===== src/hw/rtl/ppat_pkg.sv =====
`default_nettype none
// ----------------------------------------------------------------------------
// ppat_pkg: shared types and codes of the peer pair allow table
// Operation and status codes, the normalized pair key and the token that
// walks along the row of table cells.
// ----------------------------------------------------------------------------
package ppat_pkg;

  localparam int unsigned HALF_W = 64;
  localparam int unsigned USED_W = 7;

  // operation codes
  localparam logic OP_CHECK  = 1'b0;
  localparam logic OP_INSERT = 1'b1;

  typedef enum logic [1:0] {
    STAT_OK      = 2'd0,
    STAT_PRESENT = 2'd1,
    STAT_FULL    = 2'd2,
    STAT_EQUAL   = 2'd3
  } status_t;

  // one input item as taken from the input channel
  typedef struct packed {
    logic              operation;
    logic [HALF_W-1:0] first_tag_high;
    logic [HALF_W-1:0] first_tag_low;
    logic [HALF_W-1:0] second_tag_high;
    logic [HALF_W-1:0] second_tag_low;
  } in_item_t;

  // normalized pair: smaller tag first
  typedef struct packed {
    logic [HALF_W-1:0] lo_hi;
    logic [HALF_W-1:0] lo_lo;
    logic [HALF_W-1:0] up_hi;
    logic [HALF_W-1:0] up_lo;
  } pair_key_t;

  // item in flight along the cell row
  typedef struct packed {
    logic      vld;
    logic      op;
    logic      equal;
    logic      hit;
    logic      stored;
    pair_key_t key;
  } token_t;

endpackage
`default_nettype wire


===== src/hw/rtl/ppat_cell.sv =====
`default_nettype none
// ----------------------------------------------------------------------------
// ppat_cell: one table entry
// Holds one normalized pair, compares it with the passing token, and takes
// the pair of an unmatched insert if this is the first free entry.
// ----------------------------------------------------------------------------
module ppat_cell (
  input  wire logic             clk,
  input  wire logic             rst_n,
  input  wire logic             adv,
  input  wire ppat_pkg::token_t tok_i,
  output ppat_pkg::token_t      tok_o,
  output logic                  vld_o
);

  ppat_pkg::token_t  tok_r, tok_nxt;
  ppat_pkg::pair_key_t pair_r;
  logic valid_r;
  logic match, take;

  // entries fill in order, so the first free entry sees every stored pair
  assign match = tok_i.vld && valid_r && !tok_i.equal && (tok_i.key == pair_r);
  assign take  = tok_i.vld && !valid_r && (tok_i.op == ppat_pkg::OP_INSERT) &&
                 !tok_i.equal && !tok_i.hit && !tok_i.stored;

  always_comb begin
    tok_nxt        = tok_i;
    tok_nxt.hit    = tok_i.hit | match;
    tok_nxt.stored = tok_i.stored | take;
  end

  // entry contents
  always_ff @(posedge clk) begin
    if (adv && take) begin
      pair_r <= tok_i.key;
    end
    if (!rst_n) begin
      valid_r <= 1'b0;
    end else if (adv && take) begin
      valid_r <= 1'b1;
    end
  end

  // hand the token on
  always_ff @(posedge clk) begin
    if (adv) begin
      tok_r.op     <= tok_nxt.op;
      tok_r.equal  <= tok_nxt.equal;
      tok_r.hit    <= tok_nxt.hit;
      tok_r.stored <= tok_nxt.stored;
      tok_r.key    <= tok_nxt.key;
    end
    if (!rst_n) begin
      tok_r.vld <= 1'b0;
    end else if (adv) begin
      tok_r.vld <= tok_nxt.vld;
    end
  end

  assign tok_o = tok_r;
  assign vld_o = valid_r;

endmodule
`default_nettype wire


===== config.mk =====
export PLATFORM = sky130hd
export DESIGN_NAME = ppat_cell
export DESIGN_NICKNAME = d
export VERILOG_FILES = /design/src/hw/rtl/ppat_pkg.sv /design/src/hw/rtl/ppat_cell.sv
export SDC_FILE = /design/constraint.sdc
export NUM_CORES = 1
export LEC_CHECK = 0
export ABC_AREA = 1
export ABC_CLOCK_PERIOD_IN_PS = 15800
export BUFFER_PORTS_ARGS = -buffer_cell sky130_fd_sc_hd__buf_2
export CAP_MARGIN = 20
export CORE_ASPECT_RATIO = 0.7
export CORE_MARGIN = 4
export CORE_UTILIZATION = 45
export CTS_CLUSTER_DIAMETER = 50
export DETAILED_ROUTE_END_ITERATION = 8
export PLACE_DENSITY = 0.71
export SYNTH_ARGS = -nofsm -noshare
export SYNTH_HDL_FRONTEND = slang
export SYNTH_SLANG_ARGS = --single-unit

===== constraint.sdc =====
create_clock -name clk -period 15.8 [get_ports clk]
set_clock_uncertainty 0.15 [all_clocks]
set_input_delay 4.74 -clock clk [delete_from_list [all_inputs] [get_ports clk]]
set_output_delay 4.74 -clock clk [all_outputs]
set_load 0.02 [all_outputs]

==> qor.yml <==
hold_end: "vld_o"
ys_ff_latch: 518
regArea_um2: 15500
r2r_cells: 6
netlist_area_um2: 19500
tritoncts: "done"
drc: 0
fin_hold_ws_ns: 0.389
clk_pin_slew_ns: 0.05
synth-edff-count: 516
reg2reg_slack_ns: 12.58
period_minus_slack_ns: 7.23
status: "finished, final reports clean"
critPathMaxFanout: 79
synth.area.top_cells: "edfxtp_1 (79%), xnor2_1 (6.1%), nand2_1 (6.0%), nor2_1 (3.6%), inv_1 (2.7%)"
vias: 11800
vias_per_cell: 4.67
arrival_ns: 7.23
setup_tns_ns: 0
hold_path_class: "reg -> reg"
timing.final.crit_share_pct: 45.7
min_from: "vld_o"
cpPeakStageDelay_ns: 0.90
clock_path_buffers: 3
grt_pass1_wl_mm: 65.8
placementRows: 63
finalSetupViolCount: 0
grt_usage_pct: 17.8
port_buffers: 525
clock-sinks: 518
synth_mux_area_share_pct: 0
slew_headroom_pct: 29.9
yosysSeqAreaShare_pct: 79.6
gp_congestion: 0.784
gr-total-overflow: 0
multi_input_area_um2: 3470
start_util_pct: 45.9
clock_latency_ns: 0.55
die_w_um: 257
slowest_stage: "buf_4"
ir_drop_v: 0.0000842
yosys.area.top_type_share_pct: 79.3
tightestPinTransition_ns: 1.05
die_h_um: 182
syn_avg_cell_area_um2: 14.5
yosysWarnings: 0
synth_top_family_by_area: "simple AND/OR/NAND/NOR gates"
hpwl_mm: 32.2
postPlaceCellArea_um2: 22900
cts_hold_buf: 0
core_um2: 42600
required_ns: 15.81
yosys.area_share.adder_pct: 0
die_area_um2: 46800
path_cells: "buf_8 > nand2_1 > nor2_4 > buf_4 > buf_4"
layout.nets: 2196
syn_inst: 1348
hold_viol_final: 0
cts.repair.resized: 0
grt_start_max_net_pins: 83
routed_wl_mm: 43.7
syn-num-nets: 1612
fmax_mhz: 138
drt_iter0_drc: 664
io-pin-count: 526
drtPass1Iterations: 5
area_delta_synth_final_pct: 25.2
rsz0062_at_grt: "false"
yosys-top-cells-count: "edfxtp_1 (516), nand2_1 (310), nor2_1 (188)"
yosys.area_share.simple_pct: 10.0
final_area_um2: 24500
synth_compound_area_share_pct: 0.218
startpoint_type: "input port"
hold_depth: 1
fill_cells: 3414
yosysUniqueCellTypes: 19
grt_pass1_vias: 11800
maxCapViolCount: 0
slew_viol_final: 0
crit_top_cell: "buf_4"
finalPower_uw: 2970
r2r-start: "vld_o"
ys_async_sr_fraction_pct: 0
synth_flop_cell: "edfxtp_1"
path_class: "in -> reg"
synth-xor-area-share_pct: 7.49
synth_most_common_cell: "edfxtp_1"
h-tree-depth: 2
crit_path_end_kind: "register"
cts_setup_buffers: 0
p_leak_uw: 0.0100
p_per_area_nw_per_um2: 122
antenna_found_initial: 5
crit_path_start: "adv"
place_worst_setup_slack_ns: 8.01
r2r_end: "pair_r[57]"
setup_ws_ns: 8.57
root_buffer: "clkbuf_16"
synth_top_cell_by_area: "edfxtp_1"
cts_made_buffers: 50
antenna_left: 0
layout-drive-gt1-share_pct: 30.4
wl_per_cell_um: 17.3
## through the flow
stage	utilization, %	cells
finish	57.5	2526
global route	57.5	2525
CTS	57.4	2522
detailed placement	53.8	2432
global placement	53.8	2432
floorplan	-	1348
## where the power goes
part	switching, µW	internal (µW)	total [µW]
combinational	172	85.8	258
sequential	16.6	1580	1600
clock	488	628	1120
## registers in the layout, indices dropped and copies added, names as in the netlist
| signal | flops |
|---|---|
| tok_o | 261 |
| vld_o | 1 |
| pair_r | 256 |
## final cells by class
| class | instances | share of cell area [%] |
|---|---|---|
| Tap cell | 552 | 2.82 |
| Clock buffer | 64 | 5.59 |
| Sequential cell | 518 | 63.5 |
| Antenna cell | 4 | 0.0409 |
| Clock inverter | 26 | 0.670 |
| Inverter | 142 | 2.18 |
| Timing Repair Buffer | 532 | 11.0 |
| Multi-Input combinational cell | 688 | 14.2 |
## worst max-delay path: cells and delay by family
kind / cells / cell delay (ns)
buffers and inverters: 3 / 2.01
and+or+nand+nor: 2 / 0.29
## worst max-delay path by stage
stage          slack, ns     endpoint  depth (start not counted)
2_1_floorplan       3.47    pair_r[0]                          5
3_3_place_gp        8.05   pair_r[44]                          8
3_5_place_dp        8.01  pair_r[191]                          5
4_1_cts             8.60   pair_r[57]                          8
5_1_grt             8.42   pair_r[57]                          5
6_report            8.57   pair_r[57]                          5
## cells by family (layout without fill, tap and decap cells)
logic type             count (synthesis)  in the layout
XOR/XNOR                             167            167
flip-flops                           518            518
AND/OR/NAND/NOR                      513            513
buffers and inverters                142            764
AO/OA/AOI/OAI                          8              8
other                                  0              4
## cell usage in the layout, fill, tap and decap left out, types with 2 or more instances in the layout
| cell type | synthesis | final |
|---|---|---|
| buf_2 | 0 | 524 |
| buf_4 | 0 | 7 |
| clkbuf_1 | 0 | 11 |
| clkbuf_16 | 0 | 53 |
| clkinv_1 | 0 | 17 |
| clkinv_2 | 0 | 3 |
| dfxtp_1 | 2 | 2 |
| diode_2 | 0 | 4 |
| edfxtp_1 | 516 | 516 |
| inv_1 | 142 | 142 |
| inv_8 | 0 | 2 |
| nand2_1 | 310 | 310 |
| nand3_1 | 5 | 5 |
| nor2_1 | 188 | 187 |
| nor3_1 | 2 | 2 |
| o21ai_1 | 5 | 5 |
| or2_0 | 3 | 3 |
| xnor2_1 | 135 | 135 |
| xor2_1 | 32 | 32 |
## metal layers
layer / global-route usage, % / part of all wire (%) / vias up
met1: 23.1 / 41 / 5681
met2: 30.6 / 51 / 341
met5: 0 / 0.060 / -
met3: 4.19 / 6.0 / 77
met4: 4.67 / 2.2 / 4
li1: - / - / 5684
Note: power is estimated with default switching activity, not from simulation.
