--- src/hw/rtl/ppat_pkg.sv ---
`default_nettype none
// ----------------------------------------------------------------------------
// ppat_pkg: shared types and codes of the peer pair allow table
// Operation and status codes, the normalized pair key and the token that
// walks along the row of table cells.
// ----------------------------------------------------------------------------
package ppat_pkg;

  localparam int unsigned HALF_W = 64;
  localparam int unsigned USED_W = 7;

  // operation codes
  localparam logic OP_CHECK  = 1'b0;
  localparam logic OP_INSERT = 1'b1;

  typedef enum logic [1:0] {
    STAT_OK      = 2'd0,
    STAT_PRESENT = 2'd1,
    STAT_FULL    = 2'd2,
    STAT_EQUAL   = 2'd3
  } status_t;

  // one input item as taken from the input channel
  typedef struct packed {
    logic              operation;
    logic [HALF_W-1:0] first_tag_high;
    logic [HALF_W-1:0] first_tag_low;
    logic [HALF_W-1:0] second_tag_high;
    logic [HALF_W-1:0] second_tag_low;
  } in_item_t;

  // normalized pair: smaller tag first
  typedef struct packed {
    logic [HALF_W-1:0] lo_hi;
    logic [HALF_W-1:0] lo_lo;
    logic [HALF_W-1:0] up_hi;
    logic [HALF_W-1:0] up_lo;
  } pair_key_t;

  // item in flight along the cell row
  typedef struct packed {
    logic      vld;
    logic      op;
    logic      equal;
    logic      hit;
    logic      stored;
    pair_key_t key;
  } token_t;

endpackage
`default_nettype wire

--- src/hw/rtl/ppat_norm.sv ---
`default_nettype none
// ----------------------------------------------------------------------------
// ppat_norm: front stage
// Orders the two tags (unsigned, high half first) and launches a token
// into the cell row.
// ----------------------------------------------------------------------------
module ppat_norm (
  input  wire logic              clk,
  input  wire logic              rst_n,
  input  wire logic              adv,
  input  wire logic              item_vld,
  input  wire ppat_pkg::in_item_t item,
  output ppat_pkg::token_t       tok_o
);

  ppat_pkg::token_t tok_r, tok_nxt;
  logic [2*ppat_pkg::HALF_W-1:0] tag_a, tag_b;
  logic a_lt_b;

  assign tag_a  = {item.first_tag_high, item.first_tag_low};
  assign tag_b  = {item.second_tag_high, item.second_tag_low};
  assign a_lt_b = tag_a < tag_b;

  // normalize the pair
  always_comb begin
    tok_nxt        = '0;
    tok_nxt.vld    = item_vld;
    tok_nxt.op     = item.operation;
    tok_nxt.equal  = (tag_a == tag_b);
    tok_nxt.hit    = 1'b0;
    tok_nxt.stored = 1'b0;
    if (a_lt_b) begin
      tok_nxt.key = {tag_a, tag_b};
    end else begin
      tok_nxt.key = {tag_b, tag_a};
    end
  end

  // stage register; key needs no reset
  always_ff @(posedge clk) begin
    if (adv) begin
      tok_r.op     <= tok_nxt.op;
      tok_r.equal  <= tok_nxt.equal;
      tok_r.hit    <= tok_nxt.hit;
      tok_r.stored <= tok_nxt.stored;
      tok_r.key    <= tok_nxt.key;
    end
    if (!rst_n) begin
      tok_r.vld <= 1'b0;
    end else if (adv) begin
      tok_r.vld <= tok_nxt.vld;
    end
  end

  assign tok_o = tok_r;

endmodule
`default_nettype wire

--- config.mk ---
export PLATFORM = sky130hd
export DESIGN_NAME = ppat_norm
export DESIGN_NICKNAME = d
export VERILOG_FILES = /design/src/hw/rtl/ppat_pkg.sv /design/src/hw/rtl/ppat_norm.sv
export SDC_FILE = /design/constraint.sdc
export NUM_CORES = 1
export LEC_CHECK = 0
export ABC_AREA = 1
export BUFFER_PORTS_ARGS = -buffer_cell sky130_fd_sc_hd__buf_2
export CAP_MARGIN = 40
export CORE_AREA = 10 10 197 199
export CTS_BUF_LIST = sky130_fd_sc_hd__clkbuf_8
export CTS_CLUSTER_SIZE = 12
export DETAILED_ROUTE_END_ITERATION = 10
export DIE_AREA = 0 0 207 209
export HOLD_SLACK_MARGIN = 0.15
export PLACE_DENSITY = 0.71
export SYNTH_ARGS = -nofsm -noshare
export SYNTH_HDL_FRONTEND = slang
export SYNTH_SLANG_ARGS = --single-unit
--- constraint.sdc ---
create_clock -name clk -period 3.5 [get_ports clk]
set_clock_uncertainty 0.2 [all_clocks]
set_input_delay 0.7 -clock clk [delete_from_list [all_inputs] [get_ports clk]]
set_output_delay 0.7 -clock clk [all_outputs]
set_load 0.02 [all_outputs]
==> summary.txt <==
Min path
  – Hold Path Cell Cnt: 3
  – Tightest Hold Check Type: input port to flop
  – Worst hold endpoint: tok_o[169]
  – Hold path start: item[41]

Global routing
  – Vias in the first global route: 14100
  – Initial antenna violation count: 10
  – Grt ovf: 0
  – Pin count of the biggest net entering global routing: 83
  – Met3 GRT Util: 6.40%
  – GR peak layer: met2
  – GRT Overall Usage: 22.7%
  – First-pass GRT wire length: 79.1 mm
  – GR Util met1: 26.1%
  – Grt met2 use: 38.8%

Clock network
  – CTS tree: done
  – Root Buffer: clkbuf_8
  – Clock Latency Late Sink: 0.61 ns
  – Num CTS Buffers: 46
  – H-Tree Level Count: 2
  – CTS max path bufs: 3
  – TritonCTS sink count: 259
  – Post-CTS Setup Inserts: 0
  – Clk pin slew, worst setup/hold paths: 0.06 ns

Outcome
  – Status: completed

Yosys
  – Yosys warns: 0
  – Synth Register Bits: 259
  – Mapped Area: 15000 um^2
  – Share of Yosys cell area claimed by the top area cell type: 51.6%
  – Compound-Gate Fraction of Synth Area: 2.98%
  – Largest family of logic cells by synthesized area: simple AND/OR/NAND/NOR gates
  – Main area contributors after synthesis: edfxtp_1, nand2_1, ha_1
  – Simple-gate portion of the synthesized area: 26.7%
  – Distinct cells, synth: 34
  – Yosys top cell by area: edfxtp_1
  – Mux cell area share after synthesis: 0%
  – Sequential fraction of the synthesis area: 51.7%
  – Post-Synth XOR/XNOR Area: 0%
  – Synth Area per Inst: 8.99 um^2
  – Adder-cell area share of the yosys netlist: 10.7%
  – Synthesized instance count: 1670

STA
  – Final hold vios: 0
  – Worst Tran Pin Value: 0.506 ns
  – RSZ-0062 raised after global routing: no
  – Slew Viols, Final: 0
  – Minimum clock period after layout: 3.35 ns
  – Total negative slack: 0 ns
  – Final count of negative-setup-slack endpoints: 0
  – Fmax: 0.299 GHz
  – Relative slew slack: 66.3%
  – Final worst path period share: 95.7%

Pwr
  – PwrDens: 470 nW/um^2
  – Overall power: 9.10 mW
  – Cell leakage power: 10.0 nW
  – Peak supply drop: 0.368 mV

Setup path
  – Critical-path top delay cell: dlygate4sd3_1
  – Critical Path RT: 3.76 ns
  – Reg-to-Reg End: tok_o[260]
  – CP Cell Sequence: dlygate4sd3_1 > buf_2 > inv_1 > ha_1 > nand4_1 > nor2_1 > nand3_1 > or2_1 > clkinv_1 > a21oi_4 > buf_12 > buf_4 > nand3_1 > nand2_1
  – Max incr delay on CP: 0.52 ns
  – Crit path top cell by count: nand3_1
  – Crit start category: input port
  – Critical path class: input port to flop
  – Worst setup EP type: flop
  – Critical path arrival: 3.61 ns
  – CP max FO: 28
  – Worst r2r src: tok_o[260]
  – Cells on worst reg2reg path: 3
  – R2r setup slk: 2.01 ns

Floorplanning
  – Initial cell density of the core: 42.8%
  – Die outline width: 207 um
  – Die H: 209 um
  – Io pins: 522
  – Core footprint: 35100 um^2
  – Number of cell rows: 69
  – Die area: 43300 um^2

Placement
  – GPL Wtd Cong: 0.878
  – Dpl cells: 2601
  – DPL Wire Length: 39.2 mm
  – Area after DPL: 18100 um^2
  – IO Port Bufs: 519

Detailed routing
  – Drt wl/cell: 18.7 um
  – Via Count: 13900
  – First-pass DRT Iterations: 6
  – Residual DRC: 0
  – Drt total wl: 51.2 mm
  – Vias per cell: 5.09
  – Iteration-0 DRC Markers: 1045
  – Antenna-violating nets left: 0

Layout
  – Fin cells: 2733
  – Final core utilization: 55.2%
  – Filler Cells Inserted: 3124
  – Net count, final: 2615
  – Layout cells sized above 1: 27.5%
  – Max FFs per register: 259
  – Commonest non-fill, non-tap cell in the layout: nand2_1
  – Area Growth Syn to Fin: 29.0%
  – Most frequent cells in the layout: nand2_1, buf_2, nand3_1, edfxtp_1, inv_1
  – Post-route cell area: 19400 um^2

Flow run
  – Max-Cap Viols: 0
-- power by group --
group / internal [mW] / switching, mW
Combinational: 0.805 / 1.57
Clock: 1.41 / 1.29
Sequential: 3.90 / 0.126
-- Yosys cell counts --
library cell and n:
dfxtp_1 1, a21o_1 1, buf_4 6, nor4_1 3, conb_1 1, nand2_2 1
nor4_2 1, buf_2 53, inv_1 152, edfxtp_1 258, and3_1 1, a21oi_1 58
nand4_1 8, nor2_2 1, buf_12 2, o21bai_1 1, clkinv_1 1, nand2_4 1
o21a_1 6, clkbuf_1 4, nand2_1 629, nor2_1 33, nand3b_2 1, buf_6 21
or2_1 1, nor3_1 7, a21oi_4 1, ha_1 128, nand3_1 269, nand3b_1 1
o21ai_1 8, inv_2 2, o21ai_0 8, and2_1 1
-- stage by stage --
step / hold slack [ns] / setup slack [ns]
2_1_floorplan: 0.406 / 0.761
3_3_place_gp: 0.318 / 0.0159
3_5_place_dp: 0.348 / 0.00461
4_1_cts: 0.150 / 0.164
5_1_grt: 0.171 / 0.00270
6_report: 0.195 / 0.150
-- worst max-delay path by stage --
stage,startpoint,to,slack (ns)
5_1_grt,item[123],tok_o[2],0.003
4_1_cts,item[21],tok_o[231],0.16
3_5_place_dp,item[111],tok_o[231],0.005
6_report,item[123],tok_o[72],0.15
2_1_floorplan,item[127],tok_o[100],0.76
3_3_place_gp,item[127],tok_o[231],0.02
-- metal layers --
metal  vias to the layer above  routed length [um]
li1                       6715                   -
met1                      6444               19500
met2                       645               25600
met3                       106                4270
met4                         0                1850
met5                         -                   0
-- cell families (layout without fill, tap and decap cells) --
group	count (synthesis)	after routing
flops	259	259
compound gates	83	83
other cells	1	12
buf+inv	241	832
fa+ha+maj	128	128
simple gates	958	958
-- cell type report --
cell class                      instances  area (um^2)  share of cell area [%]
Sequential cell                       259         7770                    40.1
Multi-Input combinational cell       1171         6090                    31.5
Timing Repair Buffer                  593         3460                    17.9
Clock buffer                           51          702                    3.62
Inverter                              155          582                    3.00
Tap cell                              461          577                    2.98
Clock inverter                         33          159                   0.821
Antenna cell                           10         25.0                   0.129
-- worst max-delay path: cells and delay by family --
kind / cells / cell delay, ns
simple gates: 6 / 0.84
fa+ha+maj: 1 / 0.32
compound gates: 1 / 0.31
buf+inv: 6 / 1.44
-- timing repair --
action / in CTS / in global routing
endpoints found under the hold margin: 37 / 0
resized for setup: 0 / 2
hold buffers: 38 / 0
setup endpoints to repair: 0 / 33
No activity file was read; power rests on OpenSTA's default activity.
